$ cat config.mk
export PLATFORM = sky130hd
export DESIGN_NAME = mine_neighbor_count
export DESIGN_NICKNAME = d
export VERILOG_FILES = /design/src/hw/rtl/mnc_pkg.sv /design/src/hw/rtl/mine_neighbor_count.sv
export SDC_FILE = /design/constraint.sdc
export NUM_CORES = 1
export LEC_CHECK = 0
export ABC_AREA = 1
export BUFFER_PORTS_ARGS = -buffer_cell sky130_fd_sc_hd__buf_2
export CORE_MARGIN = 2
export CORE_UTILIZATION = 30
export CTS_CLUSTER_DIAMETER = 150
export DETAILED_ROUTE_END_ITERATION = 12
export SETUP_SLACK_MARGIN = 0.1
export SLEW_MARGIN = 20
export SYNTH_ARGS = -nofsm -noshare
export SYNTH_HDL_FRONTEND = slang
export SYNTH_SLANG_ARGS = --single-unit
$ cat constraint.sdc
create_clock -name clk -period 12 [get_ports clk]
set_clock_uncertainty 0.15 [all_clocks]
set_input_delay 0.6 -clock clk [delete_from_list [all_inputs] [get_ports clk]]
set_output_delay 0.6 -clock clk [all_outputs]
set_load 0.03 [all_outputs]
$ cat src/hw/rtl/mnc_pkg.sv
// shared constants, register codes and the neighbour count function
package mnc_pkg;

	localparam int MNC_MAX_COLS = 32;
	localparam int MNC_MAX_ROWS = 1024;

	localparam logic [10:0] MNC_ROW_COUNT_RST = 11'd8;
	localparam logic [5:0]  MNC_COL_COUNT_RST = 6'd8;

	// configuration register indexes
	localparam logic REG_ROW_COUNT = 1'b0;
	localparam logic REG_COL_COUNT = 1'b1;

	// result slots of one item: upper row before lower, left before right
	localparam logic [1:0] SLOT_UL = 2'd0;
	localparam logic [1:0] SLOT_UR = 2'd1;
	localparam logic [1:0] SLOT_LL = 2'd2;
	localparam logic [1:0] SLOT_LR = 2'd3;

	// mines around window cell (q0, k0), only over rows and columns inside the grid
	function automatic logic [3:0] nb_count(
		input logic [8:0] win,
		input logic [1:0] q0,
		input logic [1:0] k0,
		input logic [2:0] row_ok,
		input logic [2:0] col_ok
	);
		logic [3:0] total;
		total = 4'd0;
		for (int q = 0; q < 3; q++) begin
			for (int k = 0; k < 3; k++) begin
				if (q + 1 >= int'(q0) && q <= int'(q0) + 1 &&
				    k + 1 >= int'(k0) && k <= int'(k0) + 1 &&
				    row_ok[q] && col_ok[k] &&
				    !(q == int'(q0) && k == int'(k0))) begin
					total = total + {3'b000, win[3 * q + k]};
				end
			end
		end
		return total;
	endfunction

endpackage

$ cat src/hw/rtl/mine_neighbor_count.sv
// minesweeper neighbour counter over a raster stream of mine bits
//
// Cells enter in raster order, one per clock, over a grid of row_count rows and
// col_count columns (register 0 and register 1; 0 reads as 1, too large reads as
// the maximum). Every cell gives one result, its mine flag and, for a clear cell,
// the number of mines among its in-grid neighbours. A result leaves as soon as
// all its neighbours have arrived, about one row plus one cell after the cell
// itself. Most cells give at most one result, so the block sustains one cell per
// clock unless stalled; the last cell of each row but the first and every cell of
// the last row past its first column give two results and the final cell of the
// grid up to four; as the output register drains one result per clock, such a
// cell stalls the input while its results drain. Per column, the two most recent
// rows sit in a small synchronous memory read when the cell is taken and written
// back when the cell moves on to the output register; a back-to-back access to
// the same column is forwarded. No clearing pass is needed after reset.
module mine_neighbor_count import mnc_pkg::*; #(
	parameter int MAX_COLS = MNC_MAX_COLS,
	parameter int MAX_ROWS = MNC_MAX_ROWS
) (
	input  logic        clk,
	input  logic        arst_n,
	input  logic        cell_valid,
	output logic        cell_stall,
	input  logic        cell_is_mine,
	output logic        result_valid,
	input  logic        result_stall,
	output logic        out_is_mine,
	output logic [3:0]  mine_count,
	output logic        last_in_run,
	output logic        end_of_grid,
	input  logic        cfg_valid,
	output logic        cfg_ready,
	input  logic        cfg_index,
	input  logic [10:0] cfg_data
);

	localparam int SlotW  = (MAX_COLS > 1) ? $clog2(MAX_COLS) : 1;
	localparam int RowCap = (MAX_ROWS < 2047) ? MAX_ROWS : 2047;
	localparam int ColCap = (MAX_COLS < 63) ? MAX_COLS : 63;

	typedef struct packed {
		logic bit_in;
		logic r_ge1;
		logic r_ge2;
		logic c_ge1;
		logic c_ge2;
		logic last_row;
		logic last_col;
	} pos_t;

	logic [10:0] row_count_q;
	logic [5:0]  col_count_q;
	logic [10:0] row_idx_q;
	logic [5:0]  col_idx_q;
	logic [8:0]  win_q;

	logic [1:0]          row_mem [MAX_COLS];
	logic [MAX_COLS-1:0] row_vld_q;

	logic             s1_valid_q;
	pos_t             pos_s1;
	logic [SlotW-1:0] slot_s1;
	logic [1:0]       rd_s1;
	logic             vld_s1;
	logic             fwd_s1;
	logic [1:0]       fwd_data_s1;

	logic [3:0]       pend_s2;
	logic [3:0]       mine_s2;
	logic [3:0]       cnt_s2 [4];

	logic [10:0]      rows_eff;
	logic [5:0]       cols_eff;
	logic             last_row;
	logic             last_col;
	logic [SlotW-1:0] slot_in;
	logic             cell_take;
	logic             result_take;
	logic             s2_free;
	logic             retire;
	logic [1:0]       stored;
	logic [1:0]       wdata;
	logic [8:0]       win_next;
	logic [2:0]       row_ok;
	logic [2:0]       col_ok;
	logic [3:0]       mask_next;
	logic [3:0]       cnt_next [4];
	logic [3:0]       mine_next;
	logic [1:0]       sel;
	logic             hit;

	// effective grid size and position of the incoming cell
	always_comb begin
		if (row_count_q == 11'd0) begin
			rows_eff = 11'd1;
		end else if (row_count_q > 11'(RowCap)) begin
			rows_eff = 11'(RowCap);
		end else begin
			rows_eff = row_count_q;
		end
		if (col_count_q == 6'd0) begin
			cols_eff = 6'd1;
		end else if (col_count_q > 6'(ColCap)) begin
			cols_eff = 6'(ColCap);
		end else begin
			cols_eff = col_count_q;
		end
	end

	assign last_row = ({1'b0, row_idx_q} + 12'd1) >= {1'b0, rows_eff};
	assign last_col = ({1'b0, col_idx_q} + 7'd1) >= {1'b0, cols_eff};
	assign slot_in  = (col_idx_q >= 6'(MAX_COLS)) ? SlotW'(MAX_COLS - 1)
	                                              : col_idx_q[SlotW-1:0];

	// handshakes
	assign result_valid = |pend_s2;
	assign result_take  = result_valid && !result_stall;
	assign s2_free      = !result_valid || (result_take && last_in_run);
	assign retire       = s1_valid_q && s2_free;
	assign cell_stall   = s1_valid_q && !s2_free;
	assign cell_take    = cell_valid && !cell_stall;
	assign cfg_ready    = 1'b1;

	// read-modify-write of the line store and window update
	assign stored   = fwd_s1 ? fwd_data_s1 : (vld_s1 ? rd_s1 : 2'b00);
	assign wdata    = {pos_s1.bit_in, stored[1]};
	assign win_next = ((win_q >> 1) & 9'h0DB) | {6'b000000, stored[0], 2'b00}
	                | {3'b000, stored[1], 5'b00000} | {pos_s1.bit_in, 8'h00};
	assign hit      = retire && (slot_s1 == slot_in);

	assign row_ok = {1'b1, pos_s1.r_ge1, pos_s1.r_ge2};
	assign col_ok = {1'b1, pos_s1.c_ge1, pos_s1.c_ge2};

	always_comb begin
		mask_next[SLOT_UL] = pos_s1.r_ge1 && pos_s1.c_ge1;
		mask_next[SLOT_UR] = pos_s1.r_ge1 && pos_s1.last_col;
		mask_next[SLOT_LL] = pos_s1.last_row && pos_s1.c_ge1;
		mask_next[SLOT_LR] = pos_s1.last_row && pos_s1.last_col;
		mine_next[SLOT_UL] = win_next[4];
		mine_next[SLOT_UR] = win_next[5];
		mine_next[SLOT_LL] = win_next[7];
		mine_next[SLOT_LR] = win_next[8];
		cnt_next[SLOT_UL]  = nb_count(win_next, 2'd1, 2'd1, row_ok, col_ok);
		cnt_next[SLOT_UR]  = nb_count(win_next, 2'd1, 2'd2, row_ok, col_ok);
		cnt_next[SLOT_LL]  = nb_count(win_next, 2'd2, 2'd1, row_ok, col_ok);
		cnt_next[SLOT_LR]  = nb_count(win_next, 2'd2, 2'd2, row_ok, col_ok);
	end

	// output selection: lowest pending slot first
	always_comb begin
		if (pend_s2[SLOT_UL]) begin
			sel = SLOT_UL;
		end else if (pend_s2[SLOT_UR]) begin
			sel = SLOT_UR;
		end else if (pend_s2[SLOT_LL]) begin
			sel = SLOT_LL;
		end else begin
			sel = SLOT_LR;
		end
	end

	assign out_is_mine = mine_s2[sel];
	assign mine_count  = mine_s2[sel] ? 4'd0 : cnt_s2[sel];
	assign last_in_run = (pend_s2 & (pend_s2 - 4'd1)) == 4'd0;
	assign end_of_grid = (sel == SLOT_LR);

	// configuration registers
	always_ff @(posedge clk or negedge arst_n) begin
		if (!arst_n) begin
			row_count_q <= MNC_ROW_COUNT_RST;
			col_count_q <= MNC_COL_COUNT_RST;
		end else if (cfg_valid && cfg_ready) begin
			case (cfg_index)
				REG_ROW_COUNT: row_count_q <= cfg_data;
				REG_COL_COUNT: col_count_q <= cfg_data[5:0];
				default: ;
			endcase
		end
	end

	// raster position
	always_ff @(posedge clk or negedge arst_n) begin
		if (!arst_n) begin
			row_idx_q <= 11'd0;
			col_idx_q <= 6'd0;
		end else if (cell_take) begin
			if (last_col) begin
				col_idx_q <= 6'd0;
				row_idx_q <= last_row ? 11'd0 : row_idx_q + 11'd1;
			end else begin
				col_idx_q <= col_idx_q + 6'd1;
			end
		end
	end

	// line store
	always_ff @(posedge clk) begin
		if (retire) begin
			row_mem[slot_s1] <= wdata;
		end
		if (cell_take) begin
			rd_s1 <= row_mem[slot_in];
		end
	end

	always_ff @(posedge clk or negedge arst_n) begin
		if (!arst_n) begin
			row_vld_q <= '0;
			win_q     <= 9'd0;
		end else if (retire) begin
			row_vld_q[slot_s1] <= 1'b1;
			win_q              <= win_next;
		end
	end

	// stage 1: cell waiting for its line store data
	always_ff @(posedge clk or negedge arst_n) begin
		if (!arst_n) begin
			s1_valid_q <= 1'b0;
		end else if (cell_take) begin
			s1_valid_q <= 1'b1;
		end else if (retire) begin
			s1_valid_q <= 1'b0;
		end
	end

	always_ff @(posedge clk) begin
		if (cell_take) begin
			pos_s1.bit_in   <= cell_is_mine;
			pos_s1.r_ge1    <= row_idx_q >= 11'd1;
			pos_s1.r_ge2    <= row_idx_q >= 11'd2;
			pos_s1.c_ge1    <= col_idx_q >= 6'd1;
			pos_s1.c_ge2    <= col_idx_q >= 6'd2;
			pos_s1.last_row <= last_row;
			pos_s1.last_col <= last_col;
			slot_s1         <= slot_in;
			vld_s1          <= row_vld_q[slot_in];
			fwd_s1          <= hit;
			fwd_data_s1     <= wdata;
		end
	end

	// stage 2: results of one cell, drained one per transaction
	always_ff @(posedge clk or negedge arst_n) begin
		if (!arst_n) begin
			pend_s2 <= 4'd0;
		end else if (retire) begin
			pend_s2 <= mask_next;
		end else if (result_take) begin
			pend_s2 <= pend_s2 & ~(4'd1 << sel);
		end
	end

	always_ff @(posedge clk) begin
		if (retire) begin
			mine_s2 <= mine_next;
			cnt_s2  <= cnt_next;
		end
	end

	// checks
	a_end_is_last: assert property (@(posedge clk) disable iff (!arst_n)
		result_valid && end_of_grid |-> last_in_run)
		else $error("end of grid result not last of its run");

	a_count_range: assert property (@(posedge clk) disable iff (!arst_n)
		result_valid |-> mine_count <= 4'd8)
		else $error("neighbour count above eight");

	a_s1_holds: assert property (@(posedge clk) disable iff (!arst_n)
		s1_valid_q && !retire |=> s1_valid_q)
		else $error("stage 1 cell lost while stalled");

	a_no_take_when_busy: assert property (@(posedge clk) disable iff (!arst_n)
		s1_valid_q && result_valid && !last_in_run |-> !cell_take)
		else $error("cell taken while results still pending");

endmodule

# After elaboration in Yosys (flattened, before gate mapping)
# Memory sizes are Yosys's and may differ from the RTL's. A register that Yosys moved wholly into a read port is not among the register bits.
# Cells that the tools add are included.
[op_classes]
add_sub_neg = 22
multipliers = 0
div_mod_pow = 0
n_lt_le_gt_ge = 14
n_eq_ne = 2
shifts = 1
mux = 46
n_bitwise = 9
n_reduce_logical = 28
[op_table]
columns = ["operator", "n"]
rows = [
  ["$mux W4", 19],
  ["$add A4 B1 Y4", 14],
  ["$mux W11", 3],
  ["$or A32 B32 Y32", 1],
  ["$mux W6", 3],
  ["$logic_and A1 B1 Y1", 14],
  ["$add A11 B1 Y12 const B", 1],
  ["$ge A12 B11 Y1", 1],
  ["$lt A5 B6 Y1 const B", 2],
  ["$mux W1", 12],
  ["$add A11 B1 Y11 const B", 1],
  ["$ge A11 B1 Y1 const B", 1],
  ["$ge A11 B2 Y1 const B", 1],
  ["$gt A11 B11 Y1 const B", 1],
  ["$logic_not A11 Y1", 1],
  ["$or A8 B9 Y9", 1],
  ["$and A4 B4 Y4", 2],
  ["$bmux W4 S2", 1],
  ["$mux W2", 4],
  ["$or A8 B3 Y8", 1],
  ["$or A8 B6 Y8", 1],
  ["$add A6 B1 Y7 const B", 1],
  ["$ge A7 B6 Y1", 1],
  ["$add A1 B1 Y2", 3],
  ["other kinds (26)", 32],
]
[totals]
ff_bits = 116
latch_bits = 0
ram_bits = 64
romBits = 0
input_bits = 18
out_inout_bits = 10
elab_cells = 147
memories = 1
[memory_table]
columns = ["name", "words", "word_bits", "rd", "rd_ports_with_merged_regs", "write_ports", "line_no", "source"]
rows = [
  ["row_mem", 32, 2, 1, 1, 1, "mine_neighbor_count.sv:57", "logic [1:0] row_mem [MAX_COLS];"],
]

# Logic depth before layout (Yosys ltp)
# Gate-level depths: netlist of run 1.
[depth]
depth_word = 19
ltp_mapped = 27
ltp_nobuf = 26

# Least setup slack after synthesis of run 1
# OpenSTA, ideal clock, no wires.
[synth_path]
kind = "register -> register"
startpoint = "reg pos_s1 (netlist bit col_ok[0])"
endpoint = "reg cnt_s2[14] (netlist name), data pin"
setup_ps = 258
t_arrival_ps = 4120
required_time_ps = 11592
setup_slack_ps = 7472
path_stages_with_launch = 25
path_buffers = 1
period_less_slack_ps = 4528
cell_sequence = "edfxtp_1 > clkbuf_1 > inv_1 > nor2_1 > ha_1 > mux2_2 > ha_1 > nand2_1 > inv_1 > ha_1 > nor2_1 > a21oi_1 > ha_1 > nand2_1 > o21ai_0 > ha_1 > nand2_1 > nand2_1 > ha_1 > ha_1 > or2_2 > nand2_1 > inv_1 > ha_1 > xnor2_1"
[synth_lines]
columns = ["item", "line_no", "source"]
rows = [
  ["from (decl)", "mine_neighbor_count.sv:61", "pos_t pos_s1;"],
  ["to (signal assigned)", "mine_neighbor_count.sv:257", "cnt_s2 <= cnt_next;"],
  ["to (decl)", "mine_neighbor_count.sv:70", "logic [3:0] cnt_s2 [4];"],
]

==> results of run 1 <==
[metrics by stage]
stage / instance area, um^2 / util, %
after floorplan: 9350 / -
after global placement: 9890 / 32.2
after detailed placement: 9890 / 32.2
after CTS: 10500 / 34.2
after global routing: 10500 / 34.2
final: 10500 / 34.2
[area by class of cell]
class	instances	share of cell area, %
well taps	396	4.72
clock inverters	15	1.59
repair buffers	35	1.93
flip-flops and latches	178	47.3
multi-input cells	682	36.0
clock buffers	17	4.06
inverters	123	4.43
[Yosys cell counts, drive strengths merged, types with 10 or more instances]
master | count | area share (%)
o21ai | 115 | 6.2
edfxtp | 101 | 32
clkbuf | 21 | 0.84
dfrtp | 75 | 20
a21oi | 26 | 1.4
o22ai | 15 | 1.0
or2 | 19 | 1.3
ha | 54 | 7.2
nor2 | 128 | 5.7
inv | 122 | 4.9
buf | 10 | 0.78
nand3 | 46 | 2.8
nand2 | 208 | 8.7
o211ai | 10 | 0.80
xor2 | 16 | 1.5
[power by group]
part	internal (uW)	switching [uW]
sequential	840	111
combinational	322	710
clock	281	271
total	1440	1090
[per-layer routing]
metal / up-vias / share of wire [%]
met2: 93 / 48
li1: 3427 / -
met4: 0 / 0.81
met3: 9 / 2.9
met1: 3316 / 49
met5: - / 0
[critical path, delay by kind of cell (launching register included)]
| family | cells | cell delay [ns] |
|---|---|---|
| xor gates and xnor gates | 1 | 0.12 |
| buffers and inverters | 3 | 0.23 |
| AOI/OAI and AO/OA | 2 | 0.35 |
| adders and majority gates | 8 | 2.05 |
| DFF | 1 | 0.55 |
| and+or+nand+nor | 8 | 0.87 |
| muxes | 1 | 0.27 |
[path summary, 6_finish.rpt]
kind | from | to | slack (ns) | cells after the start
max | col_ok[0] | cnt_s2[14] | 7.21 | 23
min | cell_is_mine | pos_s1[6] | 0.24 | 1
max reg2reg | col_ok[0] | cnt_s2[14] | 7.21 | 23
max in group asynchronous | arst_n | win_q[5] | 10.17 | 3
min in group asynchronous | arst_n | row_vld_q[4] | 0.39 | 2
min reg2reg | row_vld_q[21] | row_vld_q[21] | 0.31 | 2
[registers in the layout, summed over array words and instances (netlist names)]
register	cells
row_idx_q	11
fwd_data_s1	2
pos_s1	5
fwd_s1	1
col_idx_q	6
pend_s2	4
win_q	6
vld_s1	1
mine_s2	4
col_ok	2
s1_valid_q	1
slot_s1	5
row_mem	64
col_count_q	6
row_vld_q	32
rd_s1	2
row_count_q	11
cnt_s2	15
[what timing repair did]
item                      in CTS  in global routing
hold endpoints to repair      10                  0
hold buffers                   1                  0
gates resized for setup        0                  0
[cells by family after synthesis]
group | count (synthesis) | synth area share [%]
buffers and inverters | 154 | 6.58
AOI/OAI and AO/OA | 180 | 10.6
other | 1 | 0.0401
and+or+nand+nor | 425 | 20.2
DFF | 178 | 53.1
xor gates and xnor gates | 17 | 1.59
adders and majority gates | 54 | 7.23
muxes | 5 | 0.602
==> impl_metrics.tcl, run 1 <==
set metrics [dict create \
    slowest_stage "edfxtp_1" \
    synth_cell_type_count 46 \
    clk_pin_slew_ns 0.09 \
    cts_max_level 4 \
    dp_cells 1413 \
    grt_max_degree 68 \
    drt_iter0_markers 479 \
    ys_warn_count 0 \
    worst_setup_path_end_kind "flop" \
    syn-cell-area_um2 9350 \
    syn_avg_cell_area_um2 9.22 \
    root_buffer "clkbuf_16" \
    setup_viol 0 \
    num_vias 6845 \
    mostFrequentLayoutCell "nand2_1" \
    hold_viol 0 \
    wire_per_inst_um 14.1 \
    grt_pass1_wl_mm 34.2 \
    initial_core_util_pct 30.5 \
    fp-row-count 64 \
    yosysSeqAreaShare_pct 53.1 \
    dp_hpwl_mm 13.8 \
    synthCells 1014 \
    min_period_ns 4.79 \
    drive_gt1_share_pct 10.1 \
    rsz0062_at_grt "no" \
    cp_max_fo 12 \
    groute.usage.overall_pct 13.0 \
    clk_latency_ns 0.44 \
    worst_hold_slack_ns 0.242 \
    tns_ns 0 \
    fp.dieW_um 181 \
    max_stage_delay_ns 0.55 \
    multi_input_area_um2 3770 \
    synthFlopType "edfxtp_1" \
    vdd_ir_drop_max_mv 0.0979 \
    regArea_um2 4960 \
    leakage_uw 0.00464 \
    cap_violations 0 \
    crit_path_cell_trace "inv_1, nor2_1, ha_1, mux2_2, ha_1, nand2_1, inv_1, ha_1, nor2_1, a21oi_1, ha_1, nand2_1, o21ai_0, ha_1, nand2_1, nand2_1, ha_1, ha_1, or2_2, nand2_1, inv_1, ha_1, xnor2_1" \
    drt_wl_total_mm 20.4 \
    max_freq_ghz 0.209 \
    cts_tree "done" \
    met2_usage_pct 21.9 \
    async_reset_ff_share_pct 43.3 \
    fin_cells 1446 \
    cts_buffers 17 \
    finalWorstSetupSlack_ns 7.21 \
    period_share_pct 40.0 \
    synth-edff-count 101 \
    status "completed" \
    dp_worst_setup_slack_ns 7.19 \
    final_cell_mix "nand2_1, nor2_1, inv_1" \
    coreArea_um2 30700 \
    worstSetupPathType "flop to flop" \
    remaining_drc_errors 0 \
    cpMostUsedCell "ha_1" \
    total_power_uw 2530 \
    grt_pass1_vias 6804 \
    antenna_found_initial 0 \
    fp.dieArea_um2 32600 \
    synth_fp_nets 1086 \
    die_h_um 181 \
    grt_use_met3_pct 2.30 \
    clkSinkCount 178 \
    nets 1109 \
    top_usage_layer "met2" \
    slew_viol_final 0 \
    slew_headroom_pct 38.2 \
    io_buffers 26 \
    gp_congestion 0.787 \
    grt_util_met1_pct 17.1 \
    drtAntennaViolNets 0 \
    cts_setup_buffers 0 \
    worst_pin_slew_ns 0.927 \
    ys_ff_latch 178 \
    syn2layout_area_growth_pct 12.2 \
    first_pass_iters 5 \
    critPathLaunchType "flop" \
    crit_arrival_ns 4.85 \
    worstPathRequired_ns 12.06 \
    hold_class "input port to flop" \
    viasPerCell 4.73 \
    fillCellCount 3168 \
    insertedDiodeCount 0 \
    cts_buffer_depth 2 \
    io_pins 28 \
    power_density_nw_per_um2 242 \
    grt-ovfl-total 0 \
]
(Power assumes the default switching activity.)
==> inputs of run 2 (changes only) <==
Clock period 12 ns to 4.6 ns, I/O delays scaled along.
==> run 2 against run 1 <==
- final area is 2.6% higher
- count of clock-buffer cells in the layout stayed put
- via count is 0.28% higher
- total power grew to 2.7 times the previous value
- critical path depth stayed put
- critical endpoint unchanged
==> impl_metrics.tcl, run 2 (synthesis gave the netlist of run 1 again) <==
set metrics [dict create \
    io_buffers 26 \
    antenna_found_initial 0 \
    wire_per_inst_um 14.0 \
    fp-row-count 64 \
    rsz0062_at_grt "no" \
    cts_tree "done" \
    top_register "row_mem" \
    num_vias 6864 \
    viasPerCell 4.67 \
    first_pass_iters 5 \
    clk_latency_ns 0.44 \
    slew_headroom_pct 34.7 \
    die_h_um 181 \
    grt_pass1_vias 6971 \
    drt_wl_total_mm 20.5 \
    max_stage_delay_ns 0.42 \
    worstPathRequired_ns 4.64 \
    cp_max_fo 3 \
    worst_pin_slew_ns 0.974 \
    power_density_nw_per_um2 632 \
    max_freq_ghz 0.233 \
    hold_viol 0 \
    slowest_stage "edfxtp_1" \
    fp.dieArea_um2 32600 \
    initial_core_util_pct 30.5 \
    hold_class "input port to async pin" \
    grt_max_degree 58 \
    top_regs "row_mem (64), row_vld_q (32), cnt_s2 (15)" \
    syn2layout_area_growth_pct 15.2 \
    path_delay_family "adder cells" \
    drt_iter0_markers 409 \
    timing.rr.end "cnt_s2[14]" \
    status "completed" \
    clkSinkCount 178 \
    drive_gt1_share_pct 11.6 \
    cts_buffer_depth 2 \
    gp_congestion 0.806 \
    grt-ovfl-total 0 \
    worst_hold_slack_ns 0.0921 \
    crit_path_cell_trace "inv_2, nor2_2, ha_1, mux2_2, ha_4, nand2_2, inv_1, ha_1, nor2_2, a21oi_2, ha_1, nand2_2, o21ai_2, ha_1, nand2_1, nand2_1, ha_2, ha_1, or2_2, nand2_1, inv_1, ha_1, xnor2_1" \
    worst_setup_path_end_kind "flop" \
    cts_buffers 17 \
    tns_ns 0 \
    io_pins 28 \
    critPathLaunchType "flop" \
    cp_num_buf_inv 3 \
    setup_viol 0 \
    r2r_cells 23 \
    slew_viol_final 0 \
    crit_arrival_ns 4.33 \
    cpMostUsedCell "ha_1" \
    leakage_uw 0.00475 \
    cts_max_level 4 \
    clk_pin_slew_ns 0.08 \
    fin_util_pct 35.1 \
    final_cell_mix "nand2_1, nor2_1, inv_1" \
    period_share_pct 93.2 \
    fillCellCount 3082 \
    crit_path_end "cnt_s2[14]" \
    coreArea_um2 30700 \
    cp.depth 23 \
    dp_hpwl_mm 13.8 \
    total_power_uw 6800 \
    multi_input_area_um2 3810 \
    root_buffer "clkbuf_16" \
    remaining_drc_errors 0 \
    worstSetupPathType "flop to flop" \
    largest_register_ffs 64 \
    nets 1132 \
    fp.dieW_um 181 \
    r2r_start "col_ok[0]" \
    grt_pass1_wl_mm 34.5 \
    vdd_ir_drop_max_mv 0.311 \
    insertedDiodeCount 0 \
    startpoint "col_ok[0]" \
    drtAntennaViolNets 0 \
    mostFrequentLayoutCell "nand2_1" \
    groute.usage.overall_pct 13.1 \
    min_period_ns 4.29 \
    regArea_um2 4960 \
    cap_violations 0 \
    rrSetupSlack_ns 0.31 \
]
## run 2: cell count changes in the layout (fill, tap and decap cells not counted), sizes merged
| cell | change |
|---|---|
| bufinv | +1 |
| clkinv | +2 |
| dlygate4sd3 | +14 |
| clkinvlp | -2 |
| buf | +9 |
| inv | -1 |
## run 2: what timing repair did
item                                    in CTS  in global routing
hold endpoints to repair                    41                  0
resized for setup                            2                  9
hold buffers                                15                  0
buffers inserted                             0                  4
endpoints found under the setup margin       1                  3
pin swaps                                    0                  4
## run 2: how the worst min path moves through the flow
stage	start	endpoint	depth (start not counted)
global route	arst_n	row_vld_q[7]	2
finish	arst_n	row_vld_q[20]	2
global placement	arst_n	row_vld_q[20]	1
CTS	arst_n	row_vld_q[7]	2
detailed placement	arst_n	row_vld_q[20]	1
floorplan	arst_n	col_count_q[0]	0
## run 2: metal layers
layer | vias up | wire length (um) | share of wire [%] | GRT usage, %
li1 | 3491 | - | - | -
met4 | 0 | 321 | 1.6 | 4.23
met2 | 112 | 9780 | 48 | 22.0
met5 | - | 0 | 0 | 0
met1 | 3239 | 9830 | 48 | 17.2
met3 | 22 | 609 | 3.0 | 2.04
## run 2: metrics by stage
step                      cell area, um^2  cells  setup WS (ns)
after floorplan                      9350   1014          0.174
after global placement               9930   1418          0.220
after detailed placement             9930   1418         0.0848
after CTS                           10700   1465          0.126
after global routing                10800   1469          0.131
final                               10800   1469          0.312
## run 2: area by class of cell
class	count	area share [%]
well taps	396	4.60
flip-flops and latches	178	46.1
inverters	123	4.31
clock buffers	17	3.95
clock inverters	15	1.86
repair buffers	58	3.81
multi-input cells	682	35.4
## run 2: power breakdown
group	switching, uW	leakage, uW	internal (uW)
clock	723	0.000305	794
sequential	251	0.00185	2190
combinational	1920	0.00260	924
==> inputs of run 3 (changes only) <==
Settings changed: CTS_BUF_LIST set to sky130_fd_sc_hd__clkbuf_4.
==> run 3 against run 2 <==
- critical path type unchanged
- via count hardly changed
- flip-flop and latch count stayed put
- count of clock-buffer cells in the layout stayed put
- sequential share of layout area is 1.2 points higher
- setup slack worse by 0.026 ns
- critical endpoint unchanged
- largest cell class unchanged
- die area stayed put
==> impl_metrics.tcl, run 3 (synthesis gave the netlist of run 1 again) <==
set metrics [dict create \
    max_freq_ghz 0.232 \
    drt_iter0_markers 380 \
    nets 1136 \
    final_cell_area_um2 10500 \
    worst_pin_slew_ns 0.965 \
    clkPwrFrac_pct 15.4 \
    grt_use_met3_pct 2.22 \
    slew_headroom_pct 35.3 \
    io_pins 28 \
    antenna_found_initial 1 \
    groute.usage.overall_pct 13.0 \
    clkSinkCount 178 \
    internal_power_uw 3430 \
    leakage_uw 0.00464 \
    remaining_drc_errors 0 \
    syn2layout_area_growth_pct 12.2 \
    die_h_um 181 \
    hold_class "input port to flop" \
    top_usage_layer "met2" \
    fin_util_pct 34.2 \
    cts_tree "done" \
    io_buffers 26 \
    tns_ns 0 \
    vdd_ir_drop_max_mv 0.247 \
    grt-ovfl-total 0 \
    power.net_switching_uw 2810 \
    grt_pass1_wl_mm 34.2 \
    met2_usage_pct 21.7 \
    postPlaceCellArea_um2 9930 \
    fp-row-count 64 \
    cp_max_fo 3 \
    final_cell_mix "nand2_1, nor2_1, inv_1" \
    root_buffer "clkbuf_4" \
    total_power_uw 6240 \
    viasPerCell 4.66 \
    grt_max_degree 58 \
    fp.dieArea_um2 32600 \
    gp_congestion 0.806 \
    coreArea_um2 30700 \
    grt_util_met1_pct 17.3 \
    min_period_ns 4.31 \
    clk_latency_ns 0.59 \
    cap_violations 0 \
    crit_arrival_ns 4.55 \
    power_density_nw_per_um2 594 \
    grt_pass1_vias 6881 \
    slew_viol_final 0 \
    dp_hpwl_mm 13.8 \
    largest_register_ffs 64 \
    clk_pin_slew_ns 0.19 \
    top_regs "row_mem (64), row_vld_q (32), cnt_s2 (15)" \
    rrSetupSlack_ns 0.29 \
    drive_gt1_share_pct 11.7 \
    cts_buffer_depth 2 \
    hold_viol 0 \
    wire_per_inst_um 13.8 \
    p_seq_share_pct 39.1 \
    combPwrFrac_pct 45.5 \
    drtAntennaViolNets 0 \
    worstSetupPathType "flop to flop" \
    drt_wl_total_mm 20.4 \
    num_vias 6863 \
    worstPathRequired_ns 4.83 \
    critPathLaunchType "flop" \
    fp.dieW_um 181 \
    dp_cells 1418 \
    initial_core_util_pct 30.5 \
    rsz0062_at_grt "no" \
    status "completed" \
    cts_max_level 4 \
    cts_buffers 17 \
    p_sw_share_pct 45.0 \
    first_pass_iters 4 \
    worst_setup_path_end_kind "flop" \
    top_register "row_mem" \
    setup_viol 0 \
    fin_cells 1474 \
    mostFrequentLayoutCell "nand2_1" \
    period_share_pct 93.8 \
]
[run 3: layout make-up]
type | count | area (um^2)
fillers | 3123 | 20200
repair buffers | 62 | 443
diodes | 1 | 2.50
clock inverters | 15 | 200
clock buffers | 17 | 128
flip-flops and latches | 178 | 4960
multi-input cells | 682 | 3800
inverters | 123 | 464
well taps | 396 | 495
[run 3: worst max-delay path: stages, from the launching register on]
cell and delay (ns):
edfxtp_1 0.45, inv_2 0.09, nor2_2 0.05, ha_1 0.26, mux2_2 0.26, ha_1 0.29, nand2_2 0.09, inv_1 0.06
ha_1 0.28, nor2_2 0.10, a21oi_2 0.05, ha_1 0.28, nand2_2 0.06, o21ai_2 0.07, ha_1 0.27, nand2_1 0.09
nand2_1 0.06, ha_2 0.17, ha_1 0.26, or2_2 0.29, nand2_1 0.08, inv_1 0.05, ha_1 0.20, xnor2_1 0.12
[run 3: repair_timing]
| action | CTS | global route |
|---|---|---|
| gates resized for setup | 2 | 8 |
| setup endpoints to repair | 1 | 3 |
| hold buffers | 18 | 0 |
| pin swaps | 0 | 3 |
| setup buffers | 0 | 5 |
| gates cloned | 0 | 0 |
| hold endpoints to repair | 93 | 0 |
[run 3: stage by stage]
| step | hold slack [ns] | worst slack [ns] |
|---|---|---|
| after global routing | 0.147 | 0.0915 |
| after detailed placement | 0.00272 | 0.0848 |
| after CTS | 0.0762 | 0.134 |
| after floorplan | -0.216 | 0.174 |
| after global placement | -0.00144 | 0.220 |
| final | 0.116 | 0.285 |
[run 3: power groups by stage]
stage | sequential (uW) | combinational, uW | clock, uW
6_report | 2440 | 2840 | 963
3_3_place_gp | 2470 | 2700 | 0
5_1_grt | 2480 | 3250 | 1060
3_5_place_dp | 2470 | 2770 | 0
4_1_cts | 2440 | 2800 | 989
2_1_floorplan | 2390 | 2030 | 0
[run 3: worst paths after layout]
check,start,to,depth (start not counted)
max in group asynchronous,arst_n,row_vld_q[25],3
hold reg to reg,row_vld_q[5],row_vld_q[5],2
min in group asynchronous,arst_n,row_vld_q[7],3
setup / recovery,col_ok[0],cnt_s2[14],23
setup reg to reg,col_ok[0],cnt_s2[14],23
hold / removal,cfg_valid,row_count_q[3],4
[run 3: metal layers]
metal	part of all wire (%)	routed length, um
met4	1.5	304
met3	3.5	712
met5	0	0
met1	48	9680
met2	47	9660
